## config.mk

```make
export PLATFORM = sky130hd
export DESIGN_NAME = kstir_ram
export DESIGN_NICKNAME = d
export VERILOG_FILES = /design/src/rtl/core/kstir_ram.sv
export SDC_FILE = /design/constraint.sdc
export NUM_CORES = 1
export LEC_CHECK = 0
export BUFFER_PORTS_ARGS = -buffer_cell sky130_fd_sc_hd__buf_2
export CORE_ASPECT_RATIO = 1.5
export CORE_MARGIN = 2
export CORE_UTILIZATION = 54
export CTS_CLUSTER_SIZE = 12
export DETAILED_ROUTE_END_ITERATION = 16
export GPL_ROUTABILITY_DRIVEN = 0
export GPL_TIMING_DRIVEN = 0
export PLACE_DENSITY = 0.74
export SYNTH_ARGS = -nofsm -noshare
export SYNTH_HDL_FRONTEND = slang
export SYNTH_SLANG_ARGS = --single-unit
export TNS_END_PERCENT = 1
```

## constraint.sdc

```tcl
create_clock -name aclk -period 1.8 [get_ports aclk]
set_input_delay 0.36 -clock aclk [delete_from_list [all_inputs] [get_ports aclk]]
set_output_delay 0.36 -clock aclk [all_outputs]
set_load 0.02 [all_outputs]
```

## src/rtl/core/kstir_ram.sv

```systemverilog
// ----------------------------------------------------------------------------
// kstir_ram
// Generic single-clock RAM, one write port, one read port, registered read.
// ----------------------------------------------------------------------------
module kstir_ram #(
    parameter int WIDTH = 8,
    parameter int DEPTH = 16
) (
    input  logic                     aclk,
    input  logic                     we,
    input  logic [$clog2(DEPTH)-1:0] waddr,
    input  logic [WIDTH-1:0]         wdata,
    input  logic [$clog2(DEPTH)-1:0] raddr,
    output logic [WIDTH-1:0]         rdata
);

    logic [WIDTH-1:0] mem [DEPTH];
    logic [WIDTH-1:0] rdata_reg;

    always_ff @(posedge aclk) begin
        if (we) begin
            mem[waddr] <= wdata;
        end
        rdata_reg <= mem[raddr];
    end

    assign rdata = rdata_reg;

endmodule

```

==> flow_summary.rst <==
.. list-table::
   :header-rows: 1

   * - Metric
     - Value
   * - Run status
     - complete, no violations
   * - Reg clk slew, reported paths
     - roughly 0.050 ns
   * - Final count of negative-setup-slack endpoints
     - 0
   * - Category of the worst setup path capture point
     - flip-flop
   * - Top cell type's share of synthesized area
     - 0.7467
   * - Largest incremental delay on the critical path
     - 1.00 ns
   * - Final TNS setup
     - 0 ns
   * - Core outline area
     - ~0.009 mm2
   * - Post-synthesis mux area share
     - 0.1502
   * - Maximum achievable frequency
     - around 590 MHz
   * - Number of nets with antenna violations after detailed routing
     - 0
   * - Cts bufs inserted
     - 17
   * - Depth of the CTS H-tree
     - 4
   * - Maximum VDD drop
     - approximately 1.0 mV
   * - Critical path type
     - in -> reg
   * - Number of hold buffers added after cts
     - 0
   * - Net count of the mapped netlist
     - approximately 250
   * - Share of total power in the clock network
     - 0.473
   * - Unrepaired setup endpoints after global routing
     - no
   * - Sw frac
     - 0.1964
   * - Final Cell Area
     - between 0.006 and 0.007 mm2
   * - Yosys cell types
     - 19
   * - Critical Path Source Type
     - input port
   * - Cell Count Post-Placement
     - 365
   * - Routed wire per std cell
     - 23.86 um
   * - Tot GR Track Use
     - 0.2001
   * - Largest net degree at the start of global routing
     - 17
   * - Critical Path Slowest Stage Cell
     - nor3_1
   * - Largest area contributor in the synthesized netlist
     - edfxtp_1
   * - CTS tree
     - done
   * - Fraction of the yosys area taken by sequential cells
     - 0.7778
   * - Adder-Cell Fraction of Synth Area
     - 0
   * - Max-cap violations
     - 0
   * - Xor-xnor portion of the synthesized cell area
     - 0
   * - Register bit total from synthesis
     - around 140
   * - Floorplan die width
     - approximately 84 um
   * - Synth top area cells
     - edfxtp_1 (75%), mux4_2 (7.9%), mux4_1 (7.1%)
   * - Filler cells
     - a little over 600
   * - Post-synthesis simple-gate area fraction
     - 0.03184
   * - Leakage power total
     - between 2 and 2.5 nW
   * - Vias per inst
     - roughly 6
   * - Hold path cells
     - 1
   * - P per Cell Area
     - between 1000 and 1500 mW/mm2
   * - Instance area at placement
     - ~0.0054 mm2
   * - Drt first-iter violations
     - 191
   * - Arrival time worst endpoint
     - between 1.5 and 2 ns
   * - Crit path max fanout
     - 8
   * - Transition time at the pin with the least slew margin
     - 1.294 ns
   * - Number of global-route vias before repair
     - between 2000 and 2500
   * - Mapped Area
     - around 0.005 mm2
   * - Combinational share of power
     - 0.048
   * - Rel. slew slack
     - 0.1307
   * - Wire length of the first global-routing pass
     - about 14000 um
   * - Area fraction in compound gates after synthesis
     - 0.02333
   * - Via count of the routed design
     - ~2400
   * - # resized after CTS
     - 0
   * - Avg Synthesized Cell Area
     - between 20 and 25 um2
   * - Net switching power
     - between 1 and 1.5 mW
   * - Post-route non-filler standard cell count
     - 397
   * - Post-layout net count
     - 290
   * - I/O Pins
     - 26
   * - Antenna violations before repair
     - 0
   * - Synth-to-layout area growth
     - 16.99%
   * - Total grt overflow
     - 0
   * - Clk sink count
     - 136
   * - Internal power summed over all cells
     - approximately 6.0 mW
   * - Worst endpoint required time
     - around 1.8 ns
   * - Minimum clock period
     - between 1.5 and 2 ns
   * - Vertical die dimension
     - between 100 and 150 um
   * - Clk_lat worst skew
     - 0.41 ns
   * - WL final
     - 9471 um
   * - Hold crit path type
     - in -> reg
   * - Effective utilization at floorplan
     - 0.5562
   * - Buffer depth of the longest clock path
     - 2
   * - Cell row count
     - 43
   * - Antenna Cells
     - 0
   * - Post-DP HPWL
     - between 6000 and 7000 um
   * - Buffers inserted during post-CTS setup optimization
     - 0
   * - Die Area
     - roughly 0.010 mm2
   * - Post-synthesis instance total
     - approximately 230
   * - Total number of yosys warnings
     - 0
   * - Final worst-path cycle share
     - 0.9450
   * - Share of final-layout standard cells stronger than drive strength 1
     - 0.2877
   * - Ordered cell list for the critical path
     - buf_2 > nand3b_1 > nor3_1
   * - Total iterations of the first detailed-routing run
     - 4
   * - Worst Clk Skew
     - between 0.01 and 0.015 ns
   * - Max reg flops
     - about 130
   * - Final Slew Violations
     - 0
   * - I/O Buffers
     - 24
   * - Number of cells traversed by the worst register-to-register path
     - 3
   * - CTS root buf
     - clkbuf_16
   * - Dominant combinational cell family by area after synthesis
     - multiplexers
   * - Number of failing hold endpoints at the final stage
     - 0
   * - Remaining DRCs
     - 0
   * - Fraction of power consumed by sequential logic
     - 0.479
critical path: cells and delay by family:
kind | cells | cell delay (ns)
AND/OR/NAND/NOR | 2 | 1.24
buffers and inverters | 1 | 0.12
layer usage:
metal | part of all wire | wire [um] | track usage
met5 | 0 | 0 | 0
met4 | 0.016 | 152 | 0.08871
met3 | 0.060 | 568 | 0.05765
met2 | 0.52 | 4961 | 0.3345
met1 | 0.40 | 3788 | 0.2464
final cells by class:
class | instances | area, um2 | area share
timing repair buffer | 24 | 120.1 | 0.01995
clock buffer | 17 | 425.4 | 0.07064
sequential | 136 | 4004 | 0.6649
clock inverter | 15 | 183.9 | 0.03054
buffer | 10 | 86.33 | 0.01434
multi-input combinational | 83 | 1062 | 0.1764
tap | 112 | 140.1 | 0.02327
layout by cell type (no fill, tap or decap):
| cell type | netlist | layout |
|---|---|---|
| a22oi_1 | 16 | 16 |
| and2_1 | 1 | 1 |
| and2b_1 | 1 | 1 |
| buf_2 | 3 | 27 |
| buf_4 | 1 | 1 |
| buf_6 | 3 | 3 |
| bufinv_16 | 0 | 4 |
| clkbuf_16 | 0 | 17 |
| clkdlybuf4s25_2 | 3 | 3 |
| clkinv_1 | 0 | 4 |
| clkinv_2 | 0 | 2 |
| clkinv_4 | 0 | 1 |
| clkinvlp_4 | 0 | 4 |
| dfxtp_1 | 8 | 8 |
| edfxtp_1 | 128 | 128 |
| mux4_1 | 14 | 14 |
| mux4_2 | 18 | 18 |
| nand2_1 | 9 | 9 |
| nand2b_1 | 2 | 2 |
| nand3_1 | 1 | 1 |
| nand3b_1 | 2 | 2 |
| nor2_1 | 13 | 13 |
| nor2b_1 | 1 | 1 |
| nor3_1 | 4 | 3 |
| nor3_2 | 0 | 1 |
| or3b_2 | 1 | 1 |
power by group through the flow:
| stage | clock (mW) | combinational, mW | sequential, mW |
|---|---|---|---|
| final | 3.52 | 0.357 | 3.56 |
| after global routing | 3.68 | 0.385 | 3.56 |
| after floorplan | 0 | 0.180 | 3.65 |
| after detailed placement | 0 | 0.361 | 3.62 |
| after global placement | 0 | 0.352 | 3.62 |
| after CTS | 3.56 | 0.362 | 3.56 |
through the flow:
step	util	total power, mW	setup slack [ns]	hold WS (ns)
final	0.6508	7.432	0.09893	0.3455
after floorplan	-	3.827	0.1739	0.4589
after detailed placement	0.5849	3.985	-0.3260	0.6702
after global routing	0.6508	7.628	0.03275	0.3442
after CTS	0.6508	7.479	0.09695	0.3338
after global placement	0.5849	3.969	-0.3181	0.6597
path summary, 6_finish.rpt:
kind | from | to | slack (ns)
setup / recovery | waddr[2] | mem[8][6] | 0.1
hold / removal | wdata[6] | mem[1][6] | 0.35
setup reg to reg | mem[1][2] | rdata[2] | 0.33
hold reg to reg | mem[12][1] | rdata[1] | 0.69
cell usage after synthesis (all sizes together):
library cell     n
nand2b           2
a22oi           16
nand3            1
nor2            13
nor3             4
and2             1
and2b            1
dfxtp            8
edfxtp         128
clkdlybuf4s25    3
buf              7
or3b             1
mux4            32
nor2b            1
nand2            9
nand3b           2
cell families (layout without fill, tap and decap cells):
logic type,after synthesis,in the layout
AO/OA/AOI/OAI,16,16
buffers and inverters,10,66
AND/OR/NAND/NOR,35,35
flip-flops,136,136
multiplexers,32,32
No activity file was read; power rests on OpenSTA's default activity.
