===== config.mk =====
export PLATFORM = sky130hd
export DESIGN_NAME = kstir_ctrl
export DESIGN_NICKNAME = d
export VERILOG_FILES = /design/src/rtl/core/kstir_pkg.sv /design/src/rtl/core/kstir_ctrl.sv
export SDC_FILE = /design/constraint.sdc
export NUM_CORES = 1
export LEC_CHECK = 0
export BUFFER_PORTS_ARGS = -buffer_cell sky130_fd_sc_hd__buf_2
export CAP_MARGIN = 10
export CORE_MARGIN = 2
export CORE_UTILIZATION = 50
export CTS_CLUSTER_SIZE = 8
export DETAILED_ROUTE_END_ITERATION = 16
export PLACE_DENSITY = 0.81
export SLEW_MARGIN = 20
export SYNTH_ARGS = -nofsm -noshare
export SYNTH_HDL_FRONTEND = slang
export SYNTH_SLANG_ARGS = --single-unit
export TNS_END_PERCENT = 50

===== constraint.sdc =====
create_clock -name aclk -period 4.55 [get_ports aclk]
set_input_delay 0 -clock aclk [delete_from_list [all_inputs] [get_ports aclk]]
set_output_delay 0 -clock aclk [all_outputs]
set_load 0.01 [all_outputs]

===== src/rtl/core/kstir_pkg.sv =====
// ----------------------------------------------------------------------------
// kstir_pkg
// Shared constants, codes and types of the key set table.
// ----------------------------------------------------------------------------
package kstir_pkg;

    localparam int TABLE_DEPTH = 128;
    localparam int KEY_CHARS   = 7;

    localparam int KEY_W   = 8 * KEY_CHARS;
    localparam int IDX_W   = $clog2(TABLE_DEPTH);
    localparam int CNT_W   = $clog2(TABLE_DEPTH + 1);

    localparam int KEY_FIELD_W = 56;
    localparam int STATUS_W    = 3;
    localparam int USED_W      = 8;
    localparam int S_DATA_W    = 56;
    localparam int M_DATA_W    = 16;

    localparam logic REQ_INSERT = 1'b0;
    localparam logic REQ_REMOVE = 1'b1;

    localparam logic [STATUS_W-1:0] ST_INSERTED  = 3'd0;
    localparam logic [STATUS_W-1:0] ST_PRESENT   = 3'd1;
    localparam logic [STATUS_W-1:0] ST_REMOVED   = 3'd2;
    localparam logic [STATUS_W-1:0] ST_NOT_FOUND = 3'd3;
    localparam logic [STATUS_W-1:0] ST_FULL      = 3'd4;

    typedef struct packed {
        logic             we;
        logic [IDX_W-1:0] waddr;
        logic [KEY_W-1:0] wdata;
        logic [IDX_W-1:0] raddr;
    } mem_req_t;

    typedef struct packed {
        logic [STATUS_W-1:0] status;
        logic [USED_W-1:0]   entries_used;
    } res_t;

endpackage


===== src/rtl/core/kstir_ctrl.sv =====
// ----------------------------------------------------------------------------
// kstir_ctrl
// Request sequencer: linear search, append on insert, shift-up on remove.
// ----------------------------------------------------------------------------
module kstir_ctrl (
    input  logic                          aclk,
    input  logic                          aresetn,
    input  logic                          req_valid,
    output logic                          req_ready,
    input  logic                          req_type,
    input  logic [kstir_pkg::KEY_W-1:0]   req_key,
    output kstir_pkg::mem_req_t           mem_req,
    input  logic [kstir_pkg::KEY_W-1:0]   mem_rdata,
    output logic                          res_valid,
    input  logic                          res_ready,
    output kstir_pkg::res_t               res
);
    import kstir_pkg::*;

    typedef enum logic [3:0] {
        S_IDLE   = 4'b0001,
        S_SEARCH = 4'b0010,
        S_SHIFT  = 4'b0100,
        S_DONE   = 4'b1000
    } state_t;

    state_t              state_reg, state_next;
    logic                type_reg, type_next;
    logic [KEY_W-1:0]    key_reg, key_next;
    logic [CNT_W-1:0]    count_reg, count_next;
    logic [CNT_W-1:0]    rd_idx_reg, rd_idx_next;
    logic                cmp_vld_reg, cmp_vld_next;
    logic [CNT_W-1:0]    cmp_idx_reg, cmp_idx_next;
    logic [STATUS_W-1:0] status_reg, status_next;
    logic                rd_en;
    logic                hit;
    logic [CNT_W-1:0]    shift_dst;

    assign rd_en     = (rd_idx_reg < count_reg);
    assign hit       = cmp_vld_reg && (mem_rdata == key_reg);
    assign shift_dst = cmp_idx_reg - CNT_W'(1);

    always_comb begin
        state_next    = state_reg;
        type_next     = type_reg;
        key_next      = key_reg;
        count_next    = count_reg;
        rd_idx_next   = rd_idx_reg;
        cmp_vld_next  = 1'b0;
        cmp_idx_next  = rd_idx_reg;
        status_next   = status_reg;
        mem_req.we    = 1'b0;
        mem_req.waddr = count_reg[IDX_W-1:0];
        mem_req.wdata = key_reg;
        mem_req.raddr = rd_idx_reg[IDX_W-1:0];
        req_ready     = 1'b0;
        res_valid     = 1'b0;

        case (state_reg)
            S_IDLE: begin
                req_ready = 1'b1;
                if (req_valid) begin
                    type_next   = req_type;
                    key_next    = req_key;
                    rd_idx_next = '0;
                    state_next  = S_SEARCH;
                end
            end
            S_SEARCH: begin
                cmp_vld_next = rd_en;
                if (rd_en) begin
                    rd_idx_next = rd_idx_reg + CNT_W'(1);
                end
                if (hit) begin
                    cmp_vld_next = 1'b0;
                    if (type_reg == REQ_INSERT) begin
                        status_next = ST_PRESENT;
                        state_next  = S_DONE;
                    end else begin
                        rd_idx_next = cmp_idx_reg + CNT_W'(1);
                        state_next  = S_SHIFT;
                    end
                end else if (!rd_en && !cmp_vld_reg) begin
                    state_next = S_DONE;
                    if (type_reg == REQ_REMOVE) begin
                        status_next = ST_NOT_FOUND;
                    end else if (count_reg == CNT_W'(TABLE_DEPTH)) begin
                        status_next = ST_FULL;
                    end else begin
                        mem_req.we  = 1'b1;
                        count_next  = count_reg + CNT_W'(1);
                        status_next = ST_INSERTED;
                    end
                end
            end
            S_SHIFT: begin
                // move each later entry up one place, one read and one write a cycle
                cmp_vld_next = rd_en;
                if (rd_en) begin
                    rd_idx_next = rd_idx_reg + CNT_W'(1);
                end
                if (cmp_vld_reg) begin
                    mem_req.we    = 1'b1;
                    mem_req.waddr = shift_dst[IDX_W-1:0];
                    mem_req.wdata = mem_rdata;
                end
                if (!rd_en && !cmp_vld_reg) begin
                    count_next  = count_reg - CNT_W'(1);
                    status_next = ST_REMOVED;
                    state_next  = S_DONE;
                end
            end
            S_DONE: begin
                res_valid = 1'b1;
                if (res_ready) begin
                    state_next = S_IDLE;
                end
            end
            default: begin
                state_next = S_IDLE;
            end
        endcase
    end

    assign res.status       = status_reg;
    assign res.entries_used = USED_W'(count_reg);

    always_ff @(posedge aclk) begin
        if (!aresetn) begin
            state_reg   <= S_IDLE;
            count_reg   <= '0;
            cmp_vld_reg <= 1'b0;
        end else begin
            state_reg   <= state_next;
            count_reg   <= count_next;
            cmp_vld_reg <= cmp_vld_next;
        end
    end

    always_ff @(posedge aclk) begin
        type_reg    <= type_next;
        key_reg     <= key_next;
        rd_idx_reg  <= rd_idx_next;
        cmp_idx_reg <= cmp_idx_next;
        status_reg  <= status_next;
    end

endmodule

==> flow_summary_export.csv <==
group,metric,value,unit
status,status,"finished, final reports clean",
grt,antenna_found_initial,0,
floorplan,die_x,107.7,um
grt,grt_usage,29.38,%
detailed_routing,drt_wl_total,17.22,mm
power,p_total,2.439,mW
worst_setup_path,cpMaxStageDelayCell,"or4b_1",
timing,grt_setup_unrepaired,"false",
cells_and_area,area_delta_synth_final,34.36,%
worst_setup_path,setup.worst_path.start_class,"register",
clocking,cts-root-buf,"clkbuf_8",
logic_synthesis,syn_nets,616,
clocking,clkLatencyLatePin,390,ps
detailed_routing,drc,0,
clocking,clock_path_buffers,2,
grt,use_met2,52.43,%
logic_synthesis,synthTopCellsByArea,"edfxtp_1, mux2_2, dfxtp_1",
timing,setup_ws,1361,ps
clocking,cts_tree,"built",
timing,layout_min_cycle_time,3189,ps
clocking,clkSinkCount,89,
clocking,post-cts-setup-buffers,0,
timing,clock_skew,19.56,ps
run,drv_cap,0,
worst_setup_path,path_buf_inv,3,
logic_synthesis,ys_warn_count,0,
logic_synthesis,synth.top_cells.by_count,"edfxtp_1, mux2_2, xnor2_1",
floorplan,initial_utilization,51.87,%
worst_setup_path,slowest_delay,720,ps
detailed_routing,via_count,4980,
logic_synthesis,synth-edff-count,68,
timing,slew_violations,0,
placement,dp_cells,798,
floorplan,io_pins,201,
placement,gp_congestion,0.9113,
worst_setup_path,arrival,3190,ps
logic_synthesis,yosysUniqueCellTypes,53,
logic_synthesis,synth_top_area_cell,"edfxtp_1",
worst_hold_path,hold_path.class,"input port to register",
cells_and_area,final_core_util,69.69,%
grt,use_met3,7.143,%
timing,slew_headroom,37.55,%
grt,grt_pass1_vias,4991,
worst_setup_path,cp-end-kind,"output port",
logic_synthesis,synth_area,5379,um2
clocking,htree_levels,3,
timing,timing.hold.ws,20.59,ps
detailed_routing,drt_iter0_markers,347,
timing,worst_slew_pin_slew,936.7,ps
worst_setup_path,critPathKind,"register to output port",
placement,place_area,6462,um2
timing,final-hold-violation-count,0,
detailed_routing,wl_per_cell,19.68,um
logic_synthesis,synth_top_area_share,37.96,%
detailed_routing,dr.pass1.iters,6,
timing,setup_tns,0,ps
logic_synthesis,synth-seq-cells,89,
placement,dp_slack,1417,ps
worst_setup_path,worstPathCellList,"or4b_1 > inv_2 > nand2_2 > buf_4 > mux2_2 > buf_2",
grt,met1_usage,33.41,%
grt,overflow,0,
logic_synthesis,yosysMostFrequentCell,"edfxtp_1",
timing,final.period_utilization,70.09,%
floorplan,dieHeight,107.7,um
cells_and_area,layout.cells.non_filler,875,
power,powerDensity,337.4,nW/um2
floorplan,dieArea,11600,um2
floorplan,rows,37,
timing,setup_viol,0,
cells_and_area,seq_area,2462,um2
placement,dp_hpwl,11.66,mm
cells_and_area,multi_input_area,2746,um2
cells_and_area,largest_reg_flops,56,
worst_setup_path,critPathRequiredTime,4550,ps
timing,max_freq,0.3136,GHz
placement,io_buffers,200,
cells_and_area,fin_area,7227,um2
logic_synthesis,synth_cells,482,
cells_and_area,final_nets,865,
logic_synthesis,syn_avg_cell_area,11.16,um2
grt,grt_pass1_wl,25.84,mm
logic_synthesis,ys.flop_type,"edfxtp_1",
cells_and_area,layout-drive-gt1-share,38.72,%
detailed_routing,routed_via_density,5.691,
power,vdd_drop_max,0.2374,mV
logic_synthesis,synthArstFlopShare,0,%
cells_and_area,fillCellCount,703,
detailed_routing,ant_nets,0,
clocking,cts_buffers,9,
grt,grt_max_degree,58,
power,leakagePower,3.017,nW
floorplan,core-area,10370,um2
clocking,path_clk_slew,90,ps
grt,top_usage_layer,"met2",
worst_setup_path,cp_top_family,"simple AND/OR/NAND/NOR gates",
logic_synthesis,yosysSeqAreaShare,45.78,%
worst_setup_path,cp_max_fo,44,
worst register-to-register path, cell delays in order (launching register included):
cell and delay (ps):
edfxtp_1 430, xnor2_1 380, nand4_1 170, or4_1 510, or4_4 450, nor4_4 460
a31oi_1 190, nor2_1 240
final cells by class:
cell class | instances | share of cell area, %
clock inverters | 7 | 0.7271
flip-flops and latches | 89 | 34.07
repair buffers | 260 | 22.09
multi-input cells | 353 | 38.00
clock buffers | 9 | 1.714
diodes | 3 | 0.1039
inverters | 18 | 0.9349
well taps | 136 | 2.355
what timing repair did:
item	CTS	global route
setup endpoints to repair	0	0
endpoints found under the hold margin	59	0
gates resized for setup	0	0
hold buffers	58	0
report_power, final:
| group | leakage (nW) | switching [mW] | internal [mW] |
|---|---|---|---|
| logic | 2.11 | 0.398 | 0.343 |
| clock network | 0.0900 | 0.327 | 0.203 |
| registers | 0.822 | 0.136 | 1.03 |
| total | 3.02 | 0.861 | 1.58 |
placed cells by master, fill, tap and decap left out, types with 3 or more instances in the layout:
master and n:
buf_2 200, edfxtp_1 68, dlygate4sd3_1 58, mux2_2 55, xnor2_1 45, nand2_1 34, nand4_1 24, nand2b_1 22
xor2_1 22, dfxtp_1 21, nand3_1 18, inv_1 17, ha_1 16, nor2_1 15, o21ai_0 13, mux2i_1 10
a21oi_1 9, clkbuf_8 9, nor4_1 6, o22ai_1 6, or4_1 5, and3_1 4, or3_1 4, o21ai_1 4
nor3_1 4, diode_2 3
kinds of logic (layout without fill, tap and decap cells):
kind of cell	Yosys count	after routing	synth area share [%]
compound gates	49	49	5.699
xor+xnor	68	68	11.21
fa+ha+maj	17	17	4.094
buf+inv	40	294	3.350
flops	89	89	45.78
mux	65	65	13.38
other cells	0	3	0
simple gates	154	154	16.49
per-layer routing:
metal / routed length (um) / up-vias / part of all wire (%)
met5: 0 / - / 0
met4: 558 / 0 / 3.2
met3: 1524 / 49 / 8.8
met2: 9069 / 314 / 53
met1: 6070 / 2350 / 35
li1: - / 2267 / -
path summary, 6_finish.rpt:
check	from	endpoint	slack, ps	cells past startpoint
worst max register to register	key_reg[54]	status_reg[2]	1420	7
worst max-delay path	state_reg[3]	mem_req[7]	1360	6
worst min-delay path	req_valid	state_reg[2]	20	3
worst min register to register	cmp_idx_next[7]	cmp_idx_reg[7]	470	0
(Power assumes the default switching activity.)
